`src/qbf_pkg.sv`:
```
// Shared constants, command word type and codes for the quadratic Bezier flattener.
package qbf_pkg;

    localparam int COORD_BITS   = 24;
    localparam int FRAC_BITS    = 8;
    localparam int MAX_SAMPLES  = 64;
    localparam int CFG_BITS     = 7;
    localparam logic [CFG_BITS-1:0] CFG_RESET = 7'd16;
    localparam int QUEUE_DEPTH  = 2;
    localparam int W_BITS       = 13;   // Bernstein weight, up to 63*63

    typedef logic signed [COORD_BITS-1:0] coord_t;

    // command kinds
    localparam logic [1:0] K_ONE = 2'd0;    // emit p0, last
    localparam logic [1:0] K_TWO = 2'd1;    // emit p0 then p2
    localparam logic [1:0] K_SEG = 2'd2;    // flatten segment p0,p1,p2

    typedef struct packed {
        logic [1:0] kind;
        coord_t     p0x;
        coord_t     p0y;
        coord_t     p1x;
        coord_t     p1y;
        coord_t     p2x;
        coord_t     p2y;
    } cmd_t;

endpackage

```
`src/qbf_front.sv`:
```
// Front end: takes control points, tracks list state and issues segment commands.
module qbf_front
    import qbf_pkg::*;
(
    input  logic   clk,
    input  logic   rst_n,
    input  logic   in_valid,
    output logic   in_stall,
    input  coord_t ctrl_x,
    input  coord_t ctrl_y,
    input  logic   list_end,
    input  logic   q_full,
    output logic   q_push,
    output cmd_t   q_cmd
);

    localparam logic [1:0] PS_NONE = 2'd0;
    localparam logic [1:0] PS_ONE  = 2'd1;
    localparam logic [1:0] PS_MANY = 2'd2;

    logic [1:0] ps_reg, ps_next;
    coord_t     start_x_reg, start_x_next, start_y_reg, start_y_next;
    coord_t     held_x_reg, held_x_next, held_y_reg, held_y_next;
    logic       accept;
    logic signed [COORD_BITS:0] sum_x, sum_y;
    coord_t     mid_x, mid_y;

    assign in_stall = q_full;
    assign accept   = in_valid && !in_stall;

    // midpoint, rounded half up
    assign sum_x = $signed({held_x_reg[COORD_BITS-1], held_x_reg})
                 + $signed({ctrl_x[COORD_BITS-1], ctrl_x}) + (COORD_BITS+1)'(1);
    assign sum_y = $signed({held_y_reg[COORD_BITS-1], held_y_reg})
                 + $signed({ctrl_y[COORD_BITS-1], ctrl_y}) + (COORD_BITS+1)'(1);
    assign mid_x = sum_x[COORD_BITS:1];
    assign mid_y = sum_y[COORD_BITS:1];

    always_comb
    begin
        ps_next      = ps_reg;
        start_x_next = start_x_reg;
        start_y_next = start_y_reg;
        held_x_next  = held_x_reg;
        held_y_next  = held_y_reg;
        q_push       = 1'b0;
        q_cmd.kind   = K_ONE;
        q_cmd.p0x    = start_x_reg;
        q_cmd.p0y    = start_y_reg;
        q_cmd.p1x    = held_x_reg;
        q_cmd.p1y    = held_y_reg;
        q_cmd.p2x    = ctrl_x;
        q_cmd.p2y    = ctrl_y;
        if (accept)
        begin
            case (ps_reg)
                PS_NONE:
                begin
                    if (!list_end)
                    begin
                        start_x_next = ctrl_x;
                        start_y_next = ctrl_y;
                        ps_next      = PS_ONE;
                    end
                end
                PS_ONE:
                begin
                    q_push = 1'b1;
                    if (list_end)
                    begin
                        q_cmd.kind = K_TWO;
                        ps_next    = PS_NONE;
                    end
                    else
                    begin
                        q_cmd.kind  = K_ONE;
                        held_x_next = ctrl_x;
                        held_y_next = ctrl_y;
                        ps_next     = PS_MANY;
                    end
                end
                default:
                begin
                    q_push     = 1'b1;
                    q_cmd.kind = K_SEG;
                    if (list_end)
                    begin
                        ps_next = PS_NONE;
                    end
                    else
                    begin
                        q_cmd.p2x    = mid_x;
                        q_cmd.p2y    = mid_y;
                        start_x_next = mid_x;
                        start_y_next = mid_y;
                        held_x_next  = ctrl_x;
                        held_y_next  = ctrl_y;
                    end
                end
            endcase
        end
    end

    always_ff @(posedge clk or negedge rst_n)
    begin
        if (!rst_n)
        begin
            ps_reg      <= PS_NONE;
            start_x_reg <= '0;
            start_y_reg <= '0;
            held_x_reg  <= '0;
            held_y_reg  <= '0;
        end
        else
        begin
            ps_reg      <= ps_next;
            start_x_reg <= start_x_next;
            start_y_reg <= start_y_next;
            held_x_reg  <= held_x_next;
            held_y_reg  <= held_y_next;
        end
    end

endmodule

```
`config.mk`:
```
export PLATFORM = sky130hd
export DESIGN_NAME = qbf_front
export DESIGN_NICKNAME = d
export VERILOG_FILES = /design/src/qbf_pkg.sv /design/src/qbf_front.sv
export SDC_FILE = /design/constraint.sdc
export NUM_CORES = 1
export LEC_CHECK = 0
export ABC_AREA = 1
export BUFFER_PORTS_ARGS = -buffer_cell sky130_fd_sc_hd__buf_2
export CORE_MARGIN = 2
export CORE_UTILIZATION = 46
export CTS_CLUSTER_DIAMETER = 60
export DETAILED_ROUTE_END_ITERATION = 6
export GPL_TIMING_DRIVEN = 0
export PLACE_DENSITY = 0.7
export SLEW_MARGIN = 5
export SYNTH_ARGS = -nofsm -noshare
export SYNTH_HDL_FRONTEND = slang
export SYNTH_SLANG_ARGS = --single-unit
export TNS_END_PERCENT = 10
```
`constraint.sdc`:
```
create_clock -name clk -period 2.4 [get_ports clk]
set_clock_uncertainty 0.1 [all_clocks]
set_input_delay 0.24 -clock clk [delete_from_list [all_inputs] [get_ports clk]]
set_output_delay 0.24 -clock clk [all_outputs]
set_load 0.1 [all_outputs]
```
After elaboration in Yosys (flattened, before gate mapping). Index checks and enable logic that the tools add are counted.

Flip-flop bits (word level): 98. Input port bits: 53. Output and inout bits: 148.

Add/subtract/negate cells: 4. Eq/ne operators: 2. Multiplexer cells: 18. Bitwise operators: 3. Reductions and logical operators: 8.

Operators by type and width (count): $mux 48 (3); $mux 24 (4); $pmux 24 s2 (2); $add 24x24->25 (2); $add 25x2->25 const B (2); $reduce_and 3->1 (3); $mux 2 (4); $pmux 2 s2 (2); $mux 1 (3); $not 1->1 (3); $reduce_bool 3->1 (1); $eq 2x1->1 const B (1); $logic_not 2->1 (1); $ne 2x2->1 const B (1); $reduce_or 2->1 (1); $logic_and 1x1->1 (1); $logic_not 1->1 (1).

Logic depth before layout (Yosys ltp). Gate-level depths: netlist of run 1.

Depth after elaboration: 5. Depth in mapped cells: 13.

Worst setup path after synthesis of run 1. Ideal clock, no wire load.

Path type: reg-to-output. Start point: reg held_y_reg[7]. End point: out q_cmd[15] (netlist name). Arrival: 4107 ps. Slack: -2047 ps. Cell stages (with the launch flop): 10. Path through: dfrtp_1 ha_1 nand2_1 inv_1 a21oi_1 nand2_1 nand2_1 nand2_1 xor2_1 o21ai_0.

RTL lines: from (decl) (RTL line qbf_front.sv:23) `coord_t held_x_reg, held_x_next, held_y_reg, held_y_next;`; from (signal assigned) (RTL line qbf_front.sv:120) `held_y_reg <= held_y_next;`; to (decl) (RTL line qbf_front.sv:14) `output cmd_t q_cmd`.

==> metrics.md, run 1 <==
| Metric | Value |
|---|---|
| Status | `finished, violations left` |
| Violated checks | `setup timing` |
| Worst Path Max Fanout | `4` |
| Tmin final | `2760 ps` |
| Final wirelength | `33.4 mm` |
| Post-synthesis register bit count | `98` |
| # diodes | `0` |
| Design area | `12400 sq um` |
| Vias in the first global route | `9584` |
| Die area | `19100 sq um` |
| RSZ-0062 raised after global routing | `yes` |
| Data required, critical path | `2060 ps` |
| Share of post-route cells with drive strength above 1 | `33.8%` |
| Hold Crit Class | `input pin to flop` |
| Area after DPL | `10200 sq um` |
| Mapped Avg Cell Area | `6.05 sq um` |
| Drt wl/cell | `18.2 um` |
| Synth Warn # | `0` |
| Area leader, netlist | `dfrtp_1` |
| Top cell type's share of synthesized area | `29.5%` |
| First-pass GRT wire length | `50.6 mm` |
| Most common flop cell mapped by yosys | `dfrtp_1` |
| Fin. max-slew vios | `0` |
| Initial Utilization | `46.5%` |
| Rows | `49` |
| Net Count, Synth | `1472` |
| TritonCTS Buffers | `9` |
| Ys async rst share | `100%` |
| Vias | `9802` |
| Post-synthesis sequential area ratio | `29.5%` |
| Yosys cell types | `34` |
| Mapped Cells | `1371` |
| Worst setup EP type | `output port` |
| Nets | `1704` |
| Max-capacitance violation count | `0` |
| Die height | `138 um` |
| Total GRT Usage | `33.7%` |
| Total grt overflow | `0` |
| Setup violators final | `44` |
| Skew-Pair Late Insertion Delay | `360 ps` |
| Worst-path clk slew | `80 ps` |
| Root buf cell | `clkbuf_16` |
| Hold Vio Cnt, Final | `0` |
| Critical Path Source Type | `flop` |
| Residual DRC | `0` |
| Post-synthesis cell area | `8300 sq um` |
| Clock buffer depth | `2` |
| Htree depth | `3` |
| Final Util | `69.6%` |
| DRT Pass-1 Iters | `6` |
| Final HPWL DP | `25.1 mm` |
| CTS tree | `built` |
| Top area cells in the synthesized netlist | `dfrtp_1 30%, nand2_1 25%, inv_1 11%, ha_1 6.9%, o21ai_0 5.0%` |
| Worst-margin pin slew | `861 ps` |
| Input/output buffers | `200` |
| Hold WS | `55.5 ps` |
| Worst Slack Setup Final | `-356 ps` |
| Core area | `17800 sq um` |
| Post-DRT Antenna Nets | `0` |
| Slew HR | `42.6%` |
| Post-synth EDFFs | `0` |
| Synthesis-to-layout area growth | `49.6%` |
| Final GP Congestion | `0.975` |
| Pre-CTS setup slack | `-829 ps` |
| DR iter-0 viols | `689` |
| Largest net degree at the start of global routing | `66` |
| I/O pins | `201` |
| Crit Path Class | `flop to output port` |
| Most frequent cell after synthesis | `nand2_1` |
| Fmax | `363 MHz` |
| Post-DR vias/cell | `5.34` |
| CTS sink cnt | `98` |
| Final period util | `115%` |
| Antenna violations before repair | `0` |
| DIE WIDTH | `138 um` |
| Synth top cells by count | `544 x nand2_1, 233 x inv_1, 98 x dfrtp_1` |
| CP arrival | `2420 ps` |
layout by cell type (no fill, tap or decap), types with 18 or more instances in the layout:
master,Yosys,routed
nor2_1,83,51
inv_1,233,221
nor2_2,1,20
o21ai_0,83,54
nand3_2,0,18
dfrtp_1,98,56
buf_12,0,46
buf_4,3,23
ha_4,0,41
dfrtp_2,0,30
buf_2,17,164
nand3_1,81,62
nand2_1,544,475
o21ai_2,0,19
a21oi_1,80,77
nand2_2,1,60
cells by family (layout without fill, tap and decap cells):
family	count (synthesis)	in the layout	share of synthesized area [%]
simple gates	738	738	35.7
buf+inv	276	513	13.0
compound gates	188	188	11.8
flops	98	98	29.5
fa+ha+maj	48	48	7.42
xor+xnor	18	18	1.90
mux	5	5	0.678
per-layer routing:
layer | routed length [um] | track usage [%]
met1 | 13600 | 42.2
met2 | 16500 | 58.6
met5 | 0 | 0
met4 | 1160 | 12.5
met3 | 2080 | 5.37
area by class of cell:
| type | instances | area [sq um] |
|---|---|---|
| multi-input combinational | 997 | 6220 |
| fill | 1583 | 5420 |
| sequential | 98 | 2530 |
| timing repair buffer | 221 | 1870 |
| inverter | 237 | 907 |
| buffer | 39 | 289 |
| tap | 229 | 287 |
| clock buffer | 11 | 233 |
| clock inverter | 5 | 81.3 |
final timing paths:
| kind | start | end | slack [ps] | cells past startpoint |
|---|---|---|---|---|
| max in group asynchronous | rst_n | held_x_reg[18]$_DFFE_PN0P_ | 1210 | 3 |
| min reg2reg | start_x_reg[16]$_DFFE_PN0P_ | start_x_reg[16]$_DFFE_PN0P_ | 380 | 2 |
| max | held_x_reg[0]$_DFFE_PN0P_ | q_cmd[39] | -360 | 12 |
| min | ctrl_x[0] | start_x_reg[0]$_DFFE_PN0P_ | 60 | 3 |
| min in group asynchronous | rst_n | held_y_reg[3]$_DFFE_PN0P_ | 260 | 2 |
| max reg2reg | ps_reg[1]$_DFFE_PN0P_ | held_x_reg[23]$_DFFE_PN0P_ | 210 | 6 |
timing repair:
| action | 4_1_cts | 5_1_grt |
|---|---|---|
| endpoints found under the hold margin | 33 | 0 |
| endpoints found under the setup margin | 48 | 47 |
| pin swaps | 26 | 40 |
| hold buffers | 1 | 0 |
| setup buffers | 5 | 14 |
| gates resized for setup | 309 | 122 |
worst max-delay path, cell delays in order (launching register included):
cell     delay [ps]
dfrtp_4         490
inv_2            70
nand2_4          50
fa_2            380
nand2_1         100
nand2_1          70
nand3_2         100
nand2_4          90
nand2_4          90
nand2_4          60
xor2_4          170
o21ai_4         210
buf_12          200
stage by stage:
step | cells | TNS (ps)
2_1_floorplan | 1371 | -9880
3_3_place_gp | 1800 | -32380
3_5_place_dp | 1801 | -16390
5_1_grt | 1837 | -13930
6_report | 1837 | -9780
4_1_cts | 1823 | -10980
Power of run 1 is left out: the tool's default activity adds up to more than one toggle a clock period on the data nets, which glitch-free logic cannot reach.
==> run 2: changes to the inputs <==
==> constraint.sdc (replaced) <==
create_clock -name clk -period 2.9 [get_ports clk]
set_clock_uncertainty 0.1 [all_clocks]
set_input_delay 0.29 -clock clk [delete_from_list [all_inputs] [get_ports clk]]
set_output_delay 0.29 -clock clk [all_outputs]
set_load 0.1 [all_outputs]
==> run 2 against run 1 <==
Against the previous run: the run still ends with setup timing left; critical path depth is 4 lower; setup slack improved by 320 ps; routed wire length is 3.4% lower; via count is 2.0% lower; flip-flop and latch count is the same; hold slack better by 50 ps; register-to-register slack gained 470 ps; non-clock buffer count fell by 16.
==> metrics.md, run 2 (same netlist as run 1, synthesis figures left out) <==
| Metric | Value |
|---|---|
| Status | `finished, violations left` |
| Violated checks | `setup timing` |
| Final HPWL DP | `24.6 mm (-2.2%)` |
| Worst Slack Setup Final | `-37.3 ps (+319 ps)` |
| Htree depth | `3 (unchanged)` |
| Crit Path Class | `flop to output port` |
| Drt wl/cell | `17.7 um (-2.6%)` |
| Critical Path Source Type | `flop` |
| Die height | `138 um (unchanged)` |
| Final wirelength | `32.2 mm (-3.4%)` |
| Total GRT Usage | `32.1% (-1.6 points)` |
| RSZ-0062 raised after global routing | `yes` |
| CP arrival | `2550 ps (+130 ps)` |
| Final period util | `101%` |
| Hold Vio Cnt, Final | `0 (unchanged)` |
| Vias in the first global route | `8917 (-7.0%)` |
| Synthesis-to-layout area growth | `35.4%` |
| Residual DRC | `0 (unchanged)` |
| Final GP Congestion | `0.973 (-0.25%)` |
| Fin. max-slew vios | `0 (unchanged)` |
| Crit Reg-Reg Endpoint | `start_x_reg[11]$_DFFE_PN0P_` |
| First-pass GRT wire length | `48.1 mm (-5.0%)` |
| Initial Utilization | `46.5% (unchanged)` |
| Setup violators final | `1 (-98%)` |
| Depth of the most critical reg-to-reg path | `13 (+7)` |
| Core area | `17800 sq um (unchanged)` |
| Slew HR | `38.8% (-3.8 points)` |
| Vias | `9604 (-2.0%)` |
| TritonCTS Buffers | `9 (unchanged)` |
| Crit-path cells | `buf_4, inv_2, nor2_1, nand2_1, inv_1, clkbuf_1, o21ai_0, buf_2` |
| Die area | `19100 sq um (unchanged)` |
| Filler Cells Inserted | `1725 (+9.0%)` |
| Seq. cell area | `2480 sq um (-2.3%)` |
| CP max-delay cell | `clkbuf_1` |
| Post-DRT Antenna Nets | `0 (unchanged)` |
| Max-capacitance violation count | `0 (unchanged)` |
| Rows | `49 (unchanged)` |
| Tmin final | `2940 ps` |
| Most frequent cells in the layout | `510 x nand2_1, 232 x inv_1, 167 x buf_2, 79 x a21oi_1, 79 x dfrtp_1` |
| Worst-path clk slew | `80 ps (about the same)` |
| Post-DR vias/cell | `5.27 (-1.2%)` |
| R2r startpoint | `held_x_reg[0]$_DFFE_PN0P_` |
| Hold WS | `106 ps (+50.1 ps)` |
| Share of post-route cells with drive strength above 1 | `25.5% (-8.3 points)` |
| Fmax | `340 MHz` |
| Root buf cell | `clkbuf_16` |
| CTS tree | `built` |
| Worst-margin pin slew | `918 ps (+57.2 ps)` |
| CTS sink cnt | `98 (unchanged)` |
| Input/output buffers | `200 (unchanged)` |
| Most common cell after layout, fill and taps aside | `nand2_1` |
| Setup TNS | `-37.3 ps (+9750 ps)` |
| Antenna violations before repair | `0 (unchanged)` |
| Data required, critical path | `2510 ps (+450 ps)` |
| Nets | `1688 (-0.94%)` |
| Worst Path Max Fanout | `10 (+6)` |
| Largest net degree at the start of global routing | `65 (-1.5%)` |
| Hold wc startpoint | `ctrl_x[3]` |
| Final Util | `63.0% (-6.6 points)` |
| Hold Crit Class | `input pin to flop` |
| Worst setup EP type | `output port` |
| # diodes | `0 (unchanged)` |
| Skew-Pair Late Insertion Delay | `360 ps (about the same)` |
| Total grt overflow | `0 (unchanged)` |
| DR iter-0 viols | `737 (+7.0%)` |
| Delay of the slowest critical-path stage | `590 ps (+100 ps)` |
| Hold endpoint | `held_x_reg[3]$_DFFE_PN0P_` |
| Hold-critical path depth | `2 (-1)` |
| Clock buffer depth | `2 (unchanged)` |
| DIE WIDTH | `138 um (unchanged)` |
| Area of the multi-input gates | `5690 sq um (-8.5%)` |
| Flop2flop setup slack | `680 ps (+470 ps)` |
| DRT Pass-1 Iters | `6 (unchanged)` |
| I/O pins | `201 (unchanged)` |
[run 2: timing repair]
item,CTS,global route
pin swaps,0,16
buffers inserted,0,3
setup endpoints to repair,48,42
gates resized for setup,91,185
hold buffers,1,0
endpoints found under the hold margin,34,0
cloned,0,0
[run 2: per-layer routing]
layer,track usage [%],share of wire [%]
met4,12.8,4.1
met2,55.8,49
met3,3.46,5.7
met1,41.0,41
met5,0,0
[run 2: final cells by class]
type,instances,area share [%]
multi-input combinational,997,50.6
sequential,98,22.0
timing repair buffer,205,12.1
inverter,237,7.92
tap,229,2.55
clock buffer,12,2.19
buffer,39,1.87
clock inverter,4,0.679
[run 2: worst max-delay path by stage]
stage / cells after the start / from / slack [ps] / endpoint
floorplan: 11 / held_y_reg[0]$_DFFE_PN0P_ / -810 / q_cmd[15]
global placement: 9 / ps_reg[1]$_DFFE_PN0P_ / -160 / q_cmd[2]
detailed placement: 9 / ps_reg[1]$_DFFE_PN0P_ / -160 / q_cmd[2]
CTS: 12 / held_y_reg[6]$_DFFE_PN0P_ / -50 / q_cmd[23]
global route: 14 / held_x_reg[2]$_DFFE_PN0P_ / -50 / q_cmd[46]
finish: 8 / ps_reg[1]$_DFFE_PN0P_ / -40 / q_cmd[24]
[run 2: stage by stage]
| stage | instance area (sq um) | instances | setup slack (ps) |
|---|---|---|---|
| finish | 11200 | 1821 | -37.3 |
| global route | 11200 | 1821 | -48.1 |
| CTS | 10300 | 1818 | -53.9 |
| detailed placement | 9750 | 1801 | -159 |
| global placement | 9720 | 1800 | -157 |
| floorplan | 8430 | 1371 | -813 |
[run 2: worst max-delay path, delay by kind of cell, from the launching register on]
family | cells | cell delay [ps]
AOI/OAI and AO/OA | 1 | 230
buffers and inverters | 5 | 1390
DFF | 1 | 350
and+or+nand+nor | 2 | 210
Power of run 2 is left out for the same reason.
