## src/qbf_pkg.sv

```systemverilog
// Shared constants, command word type and codes for the quadratic Bezier flattener.
package qbf_pkg;

    localparam int COORD_BITS   = 24;
    localparam int FRAC_BITS    = 8;
    localparam int MAX_SAMPLES  = 64;
    localparam int CFG_BITS     = 7;
    localparam logic [CFG_BITS-1:0] CFG_RESET = 7'd16;
    localparam int QUEUE_DEPTH  = 2;
    localparam int W_BITS       = 13;   // Bernstein weight, up to 63*63

    typedef logic signed [COORD_BITS-1:0] coord_t;

    // command kinds
    localparam logic [1:0] K_ONE = 2'd0;    // emit p0, last
    localparam logic [1:0] K_TWO = 2'd1;    // emit p0 then p2
    localparam logic [1:0] K_SEG = 2'd2;    // flatten segment p0,p1,p2

    typedef struct packed {
        logic [1:0] kind;
        coord_t     p0x;
        coord_t     p0y;
        coord_t     p1x;
        coord_t     p1y;
        coord_t     p2x;
        coord_t     p2y;
    } cmd_t;

endpackage

```

## src/qbf_queue.sv

```systemverilog
// Short command queue between front and back ends.
module qbf_queue
    import qbf_pkg::*;
#(
    parameter int DEPTH = QUEUE_DEPTH
)
(
    input  logic clk,
    input  logic rst_n,
    input  logic push,
    input  cmd_t push_cmd,
    input  logic pop,
    output cmd_t pop_cmd,
    output logic full,
    output logic empty
);

    localparam int PTR_W = (DEPTH > 1) ? $clog2(DEPTH) : 1;
    localparam int CNT_W = $clog2(DEPTH + 1);

    cmd_t             mem [DEPTH];
    logic [PTR_W-1:0] wr_ptr_reg, wr_ptr_next, rd_ptr_reg, rd_ptr_next;
    logic [CNT_W-1:0] count_reg, count_next;

    assign full    = (count_reg == CNT_W'(DEPTH));
    assign empty   = (count_reg == '0);
    assign pop_cmd = mem[rd_ptr_reg];

    always_comb
    begin
        wr_ptr_next = wr_ptr_reg;
        rd_ptr_next = rd_ptr_reg;
        count_next  = count_reg;
        if (push)
        begin
            wr_ptr_next = (wr_ptr_reg == PTR_W'(DEPTH-1)) ? '0 : wr_ptr_reg + PTR_W'(1);
        end
        if (pop)
        begin
            rd_ptr_next = (rd_ptr_reg == PTR_W'(DEPTH-1)) ? '0 : rd_ptr_reg + PTR_W'(1);
        end
        if (push && !pop)
        begin
            count_next = count_reg + CNT_W'(1);
        end
        else if (pop && !push)
        begin
            count_next = count_reg - CNT_W'(1);
        end
    end

    always_ff @(posedge clk)
    begin
        if (push)
        begin
            mem[wr_ptr_reg] <= push_cmd;
        end
    end

    always_ff @(posedge clk or negedge rst_n)
    begin
        if (!rst_n)
        begin
            wr_ptr_reg <= '0;
            rd_ptr_reg <= '0;
            count_reg  <= '0;
        end
        else
        begin
            wr_ptr_reg <= wr_ptr_next;
            rd_ptr_reg <= rd_ptr_next;
            count_reg  <= count_next;
        end
    end

endmodule

```

## config.mk

```make
export PLATFORM = sky130hd
export DESIGN_NAME = qbf_queue
export DESIGN_NICKNAME = d
export VERILOG_FILES = /design/src/qbf_pkg.sv /design/src/qbf_queue.sv
export SDC_FILE = /design/constraint.sdc
export NUM_CORES = 1
export LEC_CHECK = 0
export ABC_AREA = 1
export BUFFER_PORTS_ARGS = -buffer_cell sky130_fd_sc_hd__buf_2
export CORE_MARGIN = 4
export CORE_UTILIZATION = 35
export CTS_CLUSTER_DIAMETER = 80
export CTS_CLUSTER_SIZE = 25
export DETAILED_ROUTE_END_ITERATION = 16
export MAX_ROUTING_LAYER = met4
export SLEW_MARGIN = 20
export SYNTH_ARGS = -nofsm -noshare
export SYNTH_HDL_FRONTEND = slang
export SYNTH_SLANG_ARGS = --single-unit
```

## constraint.sdc

```tcl
create_clock -name clk -period 9.2 [get_ports clk]
set_clock_uncertainty 0.1 [all_clocks]
set_input_delay 1.84 -clock clk [delete_from_list [all_inputs] [get_ports clk]]
set_output_delay 1.84 -clock clk [all_outputs]
set_load 0.05 [all_outputs]
```

== After elaboration in Yosys (flattened, before gate mapping) ==
Memories as Yosys holds them, arrays and structs flattened.
Cells that the tools add are included.
W data, S select, Z words.
Cells by class
  add/sub/neg operators: 4
  reduce and logical (&&, ||, !) cells: 6
  equal/unequal tests: 1
  multiplexer cells: 6
Operators by type and width (count)
  $mux W1: 4
  $mux W2: 2
  $add A1 B1 Y1 const B: 2
  $add A2 B1 Y2 const B: 1
  $eq A2 B2 Y1 const B: 1
  $logic_and A1 B1 Y1: 2
  $logic_not A1 Y1: 2
  $logic_not A2 Y1: 1
  $reduce_bool A2 Y1: 1
  $sub A2 B1 Y2 const B: 1
Storage, ports and cells
  word-level logic and storage cells: 21
  register bits after elaboration: 4
  bits of input ports: 150
  memories kept: 1
  output and inout port bits: 148
  memory bits (writable): 292
Memory list
  mem: depth 2, width 146, read ports 1, clocked after Yosys merged registers in 0, wr ports 1, line qbf_queue.sv:21  | cmd_t mem [DEPTH];

== Depth between registers and ports, before layout ==
Gate-level depths: netlist of the first run.
  depth after elaboration: 4
  gate-level depth with buffers: 7
  mapped depth without buffers: 7

== Least setup slack after synthesis of the first run ==
OpenSTA, ideal clock, no wires.
  kind: input -> register
  start: input push
  end: memory mem[0][0] in the netlist's numbering (enable)
  path slack: 0.458 ns
  arrival: 7.985 ns
  path buffers: 0
  library setup time: 0.657 ns
  stages: 2
  data required time: 8.443 ns
  path through: inv_1 > nor2_1
On the way
  word-level cells in the longest chain between the ends: 2
Ends and longest elaborated chain
  start: declaration: line qbf_queue.sv:10  | input logic push,
  $mux W1: line qbf_queue.sv:54  | if (push)
  $mux W1 (implied by the code): line qbf_queue.sv:56  | mem[wr_ptr_reg] <= push_cmd;
  end: declaration: line qbf_queue.sv:21
No other way between the ends.

==> impl_metrics.toml, run 1 <==
[logic_synthesis]
postSynth.asyncResetShare = 0.0135
yosysMostFrequentCell = "edfxtp_1"
ys_seq_area_frac = 0.822
synth_nets = 630
synth_top_area_cell = "edfxtp_1"
synth_edf_count = 292
yosysWarnings = 0
synthTopCellsByArea = "edfxtp_1 81%, mux2_2 15%, buf_6 1.6%, dfrtp_1 0.93%, inv_1 0.24%"
yosysUniqueCellTypes = 13
synth_ff_type = "edfxtp_1"
synth_common_cells = "292 x edfxtp_1, 146 x mux2_2, 15 x buf_6"
syn_area_um2 = 10800
syn-mean-instance-area_um2 = 22.5
synth_top_area_frac = 0.812
syn_inst = 479
ys_ff_latch = 296

[layout]
largest_reg_flops = 292
syn2layout_area_growth_pct = 22.3
num-nets-final = 934
multiInputGateArea_um2 = 1730
seq_area_um2 = 8870
fillers = 2724
drive_gt1_frac = 0.599

[worst_setup_path]
crit_arrival_ns = 3.46
worstPathMaxFanout = 55
worst_setup_path_end_kind = "output port"
startpoint = "rd_ptr_reg$_DFFE_PN0P_"
path_class = "flop to output port"
cp-start-kind = "flop"
cp.required_ns = 7.26
rr_startpoint = "wr_ptr_reg$_DFFE_PN0P_"

[cts]
cts-root-buf = "clkbuf_16"
cts_max_level = 1
cts_buffer_depth = 3
ctsResizeCount = 0
cts_inserted_buffers = 16
worst_skew_pair.late_latency_ns = 0.50
tritoncts = "built"
clk_pin_slew_ns = 0.10
cts_setup_buffers = 0
ctsHoldBuffers = 0
clock-sinks = 296

[status]
outcome = "complete, no violations"

[placement]
io_buffers = 297
dp_hpwl_mm = 14.1
place_congestion = 0.744

[timing]
max_freq_mhz = 185
hold_ws_ns = 0.404
fin_tns_setup_ns = 0
maxSlewHeadroom = 0.395
finalSetupViolCount = 0
layout_min_cycle_time_ns = 5.40
post-route-period-util = 0.587
grt_setup_unrepaired = "no"
tightest_slew_ns = 0.908
hold_violations = 0
slew_viol_final = 0

[routing]
drc = 0
drt_iter0_markers = 234
dr.pass1.iters = 4
routed_wl_mm = 21.2
wl_per_cell_um = 17.8
vias = 5342
ant_nets = 0
routed_via_density = 4.49

[power]
ir_drop_mv = 0.218
power.density_nw_per_um2 = 350
leakage_nw = 4.89
total_power_w = 0.00462

[floorplan]
die-area_um2 = 33700
die_w_um = 184
io_pins = 298
initial_core_util = 0.354
coreArea_um2 = 30500
rows = 64
die_y_um = 184

[hold_path]
min_path_type = "flop to flop"
hold_start = "count_reg[1]$_DFFE_PN0P_"

[global_routing]
grt_pass1_wl_mm = 31.4
grt_pass1_vias = 5662
grt_usage = 0.123
antenna_found_initial = 2
grt_max_degree = 114
overflow = 0

[job]
cap_violations = 0
[cell families after synthesis]
logic type,synth area share
xor+xnor,0.00243
fa+ha+maj,0.00116
buf+inv,0.0185
flops,0.822
mux,0.152
simple gates,0.00383
[power breakdown]
| group | leakage, nW | internal [W] | switching, W |
|---|---|---|---|
| clock | 0.249 | 0.000381 | 0.000407 |
| combinational | 1.85 | 0.000517 | 0.00144 |
| sequential | 2.79 | 0.00179 | 0.0000934 |
[metal layers]
| metal | vias to the layer above | GRT usage | wire length (µm) |
|---|---|---|---|
| met1 | 2636 | 0.145 | 8260 |
| met3 | 24 | 0.0408 | 2000 |
| li1 | 2498 | - | - |
| met2 | 184 | 0.204 | 10600 |
| met5 | - | - | 0 |
| met4 | 0 | 0.0307 | 384 |
[final cells by class]
cell class | instances | share of cell area
multi-input combinational | 160 | 0.131
antenna | 3 | 0.000569
timing repair buffer | 302 | 0.117
clock inverter | 4 | 0.00446
inverter | 7 | 0.00237
clock buffer | 21 | 0.0341
sequential | 296 | 0.672
tap | 396 | 0.0375
[cell usage in the layout (no fill, tap or decap), drive strengths merged]
| cell type | n |
|---|---|
| mux2 | 146 |
| bufinv | 1 |
| clkinv | 1 |
| inv | 9 |
| dfrtp | 4 |
| buf | 302 |
| nand3 | 1 |
| xor2 | 2 |
| edfxtp | 292 |
| xnor2 | 1 |
| clkbuf | 21 |
| diode | 3 |
| nand4 | 1 |
| nor2 | 3 |
| nand2 | 5 |
| ha | 1 |
[through the flow]
| stage | area (µm²) | util | worst slack [ns] | cells |
|---|---|---|---|---|
| 2_1_floorplan | 10800 | - | 0.458 | 479 |
| 3_3_place_gp | 12700 | 0.415 | 4.26 | 1160 |
| 3_5_place_dp | 12700 | 0.416 | 4.23 | 1161 |
| 4_1_cts | 13200 | 0.432 | 3.67 | 1186 |
| 5_1_grt | 13200 | 0.432 | 3.56 | 1188 |
| 6_report | 13200 | 0.433 | 3.80 | 1189 |
[critical path, stage by stage (launching register included)]
cell and delay, ns:
dfrtp_4 0.84, buf_4 0.64, buf_4 0.67, mux2_2 0.44, buf_2 0.22
[final timing paths]
kind / end / slack (ns) / depth (start not counted)
max: pop_cmd[35] / 3.80 / 4
min: count_reg[1]$_DFFE_PN0P_ / 0.40 / 2
max reg2reg: mem[1][51]$_DFFE_PP_ / 6.76 / 3
min reg2reg: count_reg[1]$_DFFE_PN0P_ / 0.40 / 2
max in group asynchronous: rd_ptr_reg$_DFFE_PN0P_ / 7.83 / 1
min in group asynchronous: rd_ptr_reg$_DFFE_PN0P_ / 1.03 / 1
(Power assumes the default switching activity.)
==> inputs of run 2 (changes only) <==
Clock period 9.2 ns to 5.06 ns, I/O delays scaled along.
==> run 2 against run 1 <==
Against the previous run:
- core utilization barely moved
- die area did not move
- via count rose by 0.34%
- clock-buffer cell count fell by 4
- non-clock buffer count rose by 2
- critical path type unchanged
==> impl_metrics.toml, run 2 (same netlist as run 1, synthesis figures left out) <==
[status]
outcome = "complete, no violations"

[global_routing]
grt_usage = 0.125
overflow = 0
grt_pass1_wl_mm = 32.1
antenna_found_initial = 3
grt_pass1_vias = 5597
grt_max_degree = 81

[timing]
max_freq_mhz = 276
finalSetupViolCount = 0
layout_min_cycle_time_ns = 3.62
slew_viol_final = 0
maxSlewHeadroom = 0.355
tightest_slew_ns = 0.967
post-route-period-util = 0.716
hold_ws_ns = 0.214
grt_setup_unrepaired = "no"
hold_violations = 0
fin_tns_setup_ns = 0

[cts]
clk_pin_slew_ns = 0.08
clock-sinks = 296
worst_skew_pair.late_latency_ns = 0.49
tritoncts = "built"
cts_max_level = 1
ctsResizeCount = 0
cts-root-buf = "clkbuf_16"
cts_buffer_depth = 3
cts_setup_buffers = 0
ctsHoldBuffers = 0
cts_inserted_buffers = 16

[layout]
layout_commonest_cell = "buf_2"
largest_reg_flops = 292
syn2layout_area_growth_pct = 22.3
drive_gt1_frac = 0.602
mostFrequentLayoutCells = "297 x buf_2, 292 x edfxtp_1, 146 x mux2_2"
num-nets-final = 936
stdcell_area_um2 = 13200
instances_no_fill = 1187

[routing]
wl_per_cell_um = 18.3
dr_wl_met2_mm = 10.6
dr.pass1.iters = 5
met3_length_mm = 1.78
top_layer_used = "met4"
drt_iter0_markers = 248
routed_wl_mm = 21.8
met1_length_mm = 8.95
vias = 5360
ant_nets = 0
drc = 0
routed_via_density = 4.52

[worst_setup_path]
worstPathMaxFanout = 54
startpoint = "rd_ptr_reg$_DFFE_PN0P_"
crit_arrival_ns = 2.51
cp-start-kind = "flop"
path_class = "flop to output port"
path_cells = "buf_4 -> mux2_2 -> buf_2"
cp.required_ns = 3.95
cp.depth = 3
crit_slowest_cell = "dfrtp_4"
critical-path-top-delay-family = "flip-flops"
crit_buf_inv = 2
ff2ff_path_depth = 3
r2r-end = "mem[1][117]$_DFFE_PP_"
rrSetupSlack_ns = 2.94
rr_startpoint = "wr_ptr_reg$_DFFE_PN0P_"
max_stage_delay_ns = 0.96
worst_setup_path_end_kind = "output port"

[power]
leakage_nw = 4.89
total_power_w = 0.00842
ir_drop_mv = 0.419
power.density_nw_per_um2 = 638

[job]
cap_violations = 0

[placement]
dp_cells = 1163
io_buffers = 297
dpl-instance-area_um2 = 12700
dp_hpwl_mm = 14.4
place_congestion = 0.750

[floorplan]
die-area_um2 = 33700
rows = 64
initial_core_util = 0.354
coreArea_um2 = 30500
io_pins = 298
die_w_um = 184
die_y_um = 184

[hold_path]
min_path_type = "input port to async pin"
## run 2: cell types whose count changed in the layout (fill, tap and decap cells not counted), sizes merged
cell	previous run	this run
buf	302	304
clkbuf	21	17
inv	9	7
clkinv	1	3
## run 2: cell type report
class                           count  area (µm²)
Clock inverter                      4        63.8
Clock buffer                       17         425
Multi-Input combinational cell    160        1730
Inverter                            7        31.3
Antenna cell                        3        7.51
Fill cell                        2748       17300
Tap cell                          396         495
Timing Repair Buffer              304        1580
Sequential cell                   296        8870
## run 2: stage by stage
step	utilization	setup WS (ns)
floorplan	-	0.572
global placement	0.417	1.90
detailed placement	0.417	1.90
CTS	0.433	1.36
global route	0.433	1.29
finish	0.433	1.44
## run 2: worst max-delay path by stage
stage,to,slack (ns)
finish,pop_cmd[133],1.44
floorplan,mem[1][0]$_DFFE_PP_,0.57
CTS,pop_cmd[133],1.36
global route,pop_cmd[133],1.29
global placement,pop_cmd[133],1.90
detailed placement,pop_cmd[133],1.90
## run 2: routing by layer
layer / vias up / global-route usage
met5: - / -
met4: 0 / 0.0274
met3: 26 / 0.0366
met2: 175 / 0.204
met1: 2662 / 0.157
li1: 2497 / -
## run 2: power by group
part	internal, W	total (W)	switching, W	leakage, nW
combinational	0.000960	0.00358	0.00262	1.86
sequential	0.00325	0.00343	0.000184	2.79
clock	0.000667	0.00141	0.000741	0.239
total	0.00487	0.00842	0.00355	4.89
## run 2: worst register-to-register path, delay by kind of cell, from the launching register on
| family | cells | cell delay (ns) |
|---|---|---|
| and+or+nand+nor | 1 | 0.13 |
| buffers and inverters | 2 | 0.96 |
| DFF | 1 | 0.42 |
==> inputs of run 3 (changes only) <==
Clock period 5.06 ns to 3.51 ns, I/O delays scaled along.
==> run 3 against run 2 <==
Against the previous run:
- via count increased by 0.49%
- global-route usage shrank 0.42 points
- die area unchanged
- final cell count grew 0.34%
- sequential share of layout area barely moved
- sequential power is 41% higher
- power is 43% higher
- core utilization hardly changed
- critical path depth is the same
- critical endpoint is now pop_cmd[58]
- largest cell class unchanged
==> impl_metrics.toml, run 3 (same netlist as run 1, synthesis figures left out) <==
[worst_setup_path]
crit_slowest_cell = "dfrtp_4"
ff2ff_path_depth = 3
rrSetupSlack_ns = 1.80
path_cells = "buf_12 -> mux2_2 -> buf_2"
cp.required_ns = 2.71
cp-start-kind = "flop"
path_class = "flop to output port"
crit_arrival_ns = 2.15
worst_setup_path_end_kind = "output port"
max_stage_delay_ns = 0.45
worstPathMaxFanout = 99
rr_startpoint = "wr_ptr_reg$_DFFE_PN0P_"
r2r-end = "mem[1][112]$_DFFE_PP_"

[hold_path]
min_path_type = "input port to flop"
min_to = "mem[1][80]$_DFFE_PP_"
holdPathStages = 1
hold_start = "push_cmd[80]"

[floorplan]
io_pins = 298
die-area_um2 = 33700
die_y_um = 184
die_w_um = 184
coreArea_um2 = 30500
initial_core_util = 0.354
rows = 64

[timing]
grt_setup_unrepaired = "no"
hold_ws_ns = 0.280
tightest_slew_ns = 0.734
slew_viol_final = 0
fin_ws_ns = 0.554
maxSlewHeadroom = 0.510
fin_tns_setup_ns = 0
layout_min_cycle_time_ns = 2.96
post-route-period-util = 0.842
finalSetupViolCount = 0
max_freq_mhz = 338
hold_violations = 0

[cts]
cts_inserted_buffers = 16
cts_max_level = 1
ctsResizeCount = 0
cts_buffer_depth = 3
tritoncts = "built"
cts_setup_buffers = 0
worst_skew_pair.late_latency_ns = 0.50
clock-sinks = 296
cts-root-buf = "clkbuf_16"
clk_pin_slew_ns = 0.09

[status]
outcome = "complete, no violations"

[layout]
drive_gt1_frac = 0.599
instances_no_fill = 1191
syn2layout_area_growth_pct = 22.3
layout_commonest_cell = "buf_2"
mostFrequentLayoutCells = "297 x buf_2, 292 x edfxtp_1, 146 x mux2_2"
largest_reg_flops = 292
num-nets-final = 938

[global_routing]
grt_pass1_wl_mm = 31.1
grt_usage = 0.121
antenna_found_initial = 1
overflow = 0
grt_pass1_vias = 5647
grt_max_degree = 100

[job]
cap_violations = 0

[placement]
place_congestion = 0.705
dp_hpwl_mm = 13.9
io_buffers = 297
post-place-ws_ns = 1.12
dp_cells = 1164

[routing]
ant_nets = 0
wl_per_cell_um = 17.6
routed_via_density = 4.52
dr.pass1.iters = 4
vias = 5386
drc = 0
drt_iter0_markers = 294
routed_wl_mm = 21.0

[power]
leakage_nw = 4.89
ir_drop_mv = 0.578
power.density_nw_per_um2 = 913
total_power_w = 0.0120
-- run 3: report_power, final --
group	internal [W]	total, W	switching [W]
clock	0.000895	0.00195	0.00106
sequential	0.00468	0.00482	0.000143
combinational	0.00139	0.00527	0.00388
total	0.00697	0.0120	0.00508
-- run 3: worst max path at each step --
stage	cells past startpoint	to	from	slack [ns]
2_1_floorplan	2	mem[1][0]$_DFFE_PP_	push	0.07
3_3_place_gp	3	pop_cmd[62]	rd_ptr_reg$_DFFE_PN0P_	1.13
3_5_place_dp	3	pop_cmd[1]	rd_ptr_reg$_DFFE_PN0P_	1.12
4_1_cts	3	pop_cmd[62]	rd_ptr_reg$_DFFE_PN0P_	0.57
5_1_grt	3	pop_cmd[58]	rd_ptr_reg$_DFFE_PN0P_	0.49
6_report	3	pop_cmd[58]	rd_ptr_reg$_DFFE_PN0P_	0.55
-- run 3: cell type report --
cell class              instances  area [µm²]
fillers                      2698       17300
multi-input cells             160        1730
clock buffers                  18         429
repair buffers                306        1590
inverters                       7        30.0
flip-flops and latches        296        8870
diodes                          2        5.00
well taps                     396         495
clock inverters                 6        40.0
-- run 3: worst max-delay path, delay by kind of cell, from the launching register on --
family | cells | cell delay, ns
flip-flops | 1 | 0.45
buffers and inverters | 2 | 0.57
multiplexers | 1 | 0.43
-- run 3: per-stage QoR --
step / utilization / area (µm²)
after floorplan: - / 10800
after global placement: 0.417 / 12700
after detailed placement: 0.417 / 12700
after CTS: 0.432 / 13200
after global routing: 0.432 / 13200
final: 0.433 / 13200
-- run 3: per-layer routing --
| metal | part of all wire | GRT usage |
|---|---|---|
| met1 | 0.39 | 0.143 |
| met2 | 0.49 | 0.202 |
| met3 | 0.096 | 0.0406 |
| met4 | 0.016 | 0.0262 |
| met5 | 0 | - |
-- run 3: what timing repair did --
item	4_1_cts	5_1_grt
hold buffers	1	0
hold endpoints to repair	4	0
endpoints found under the setup margin	0	0
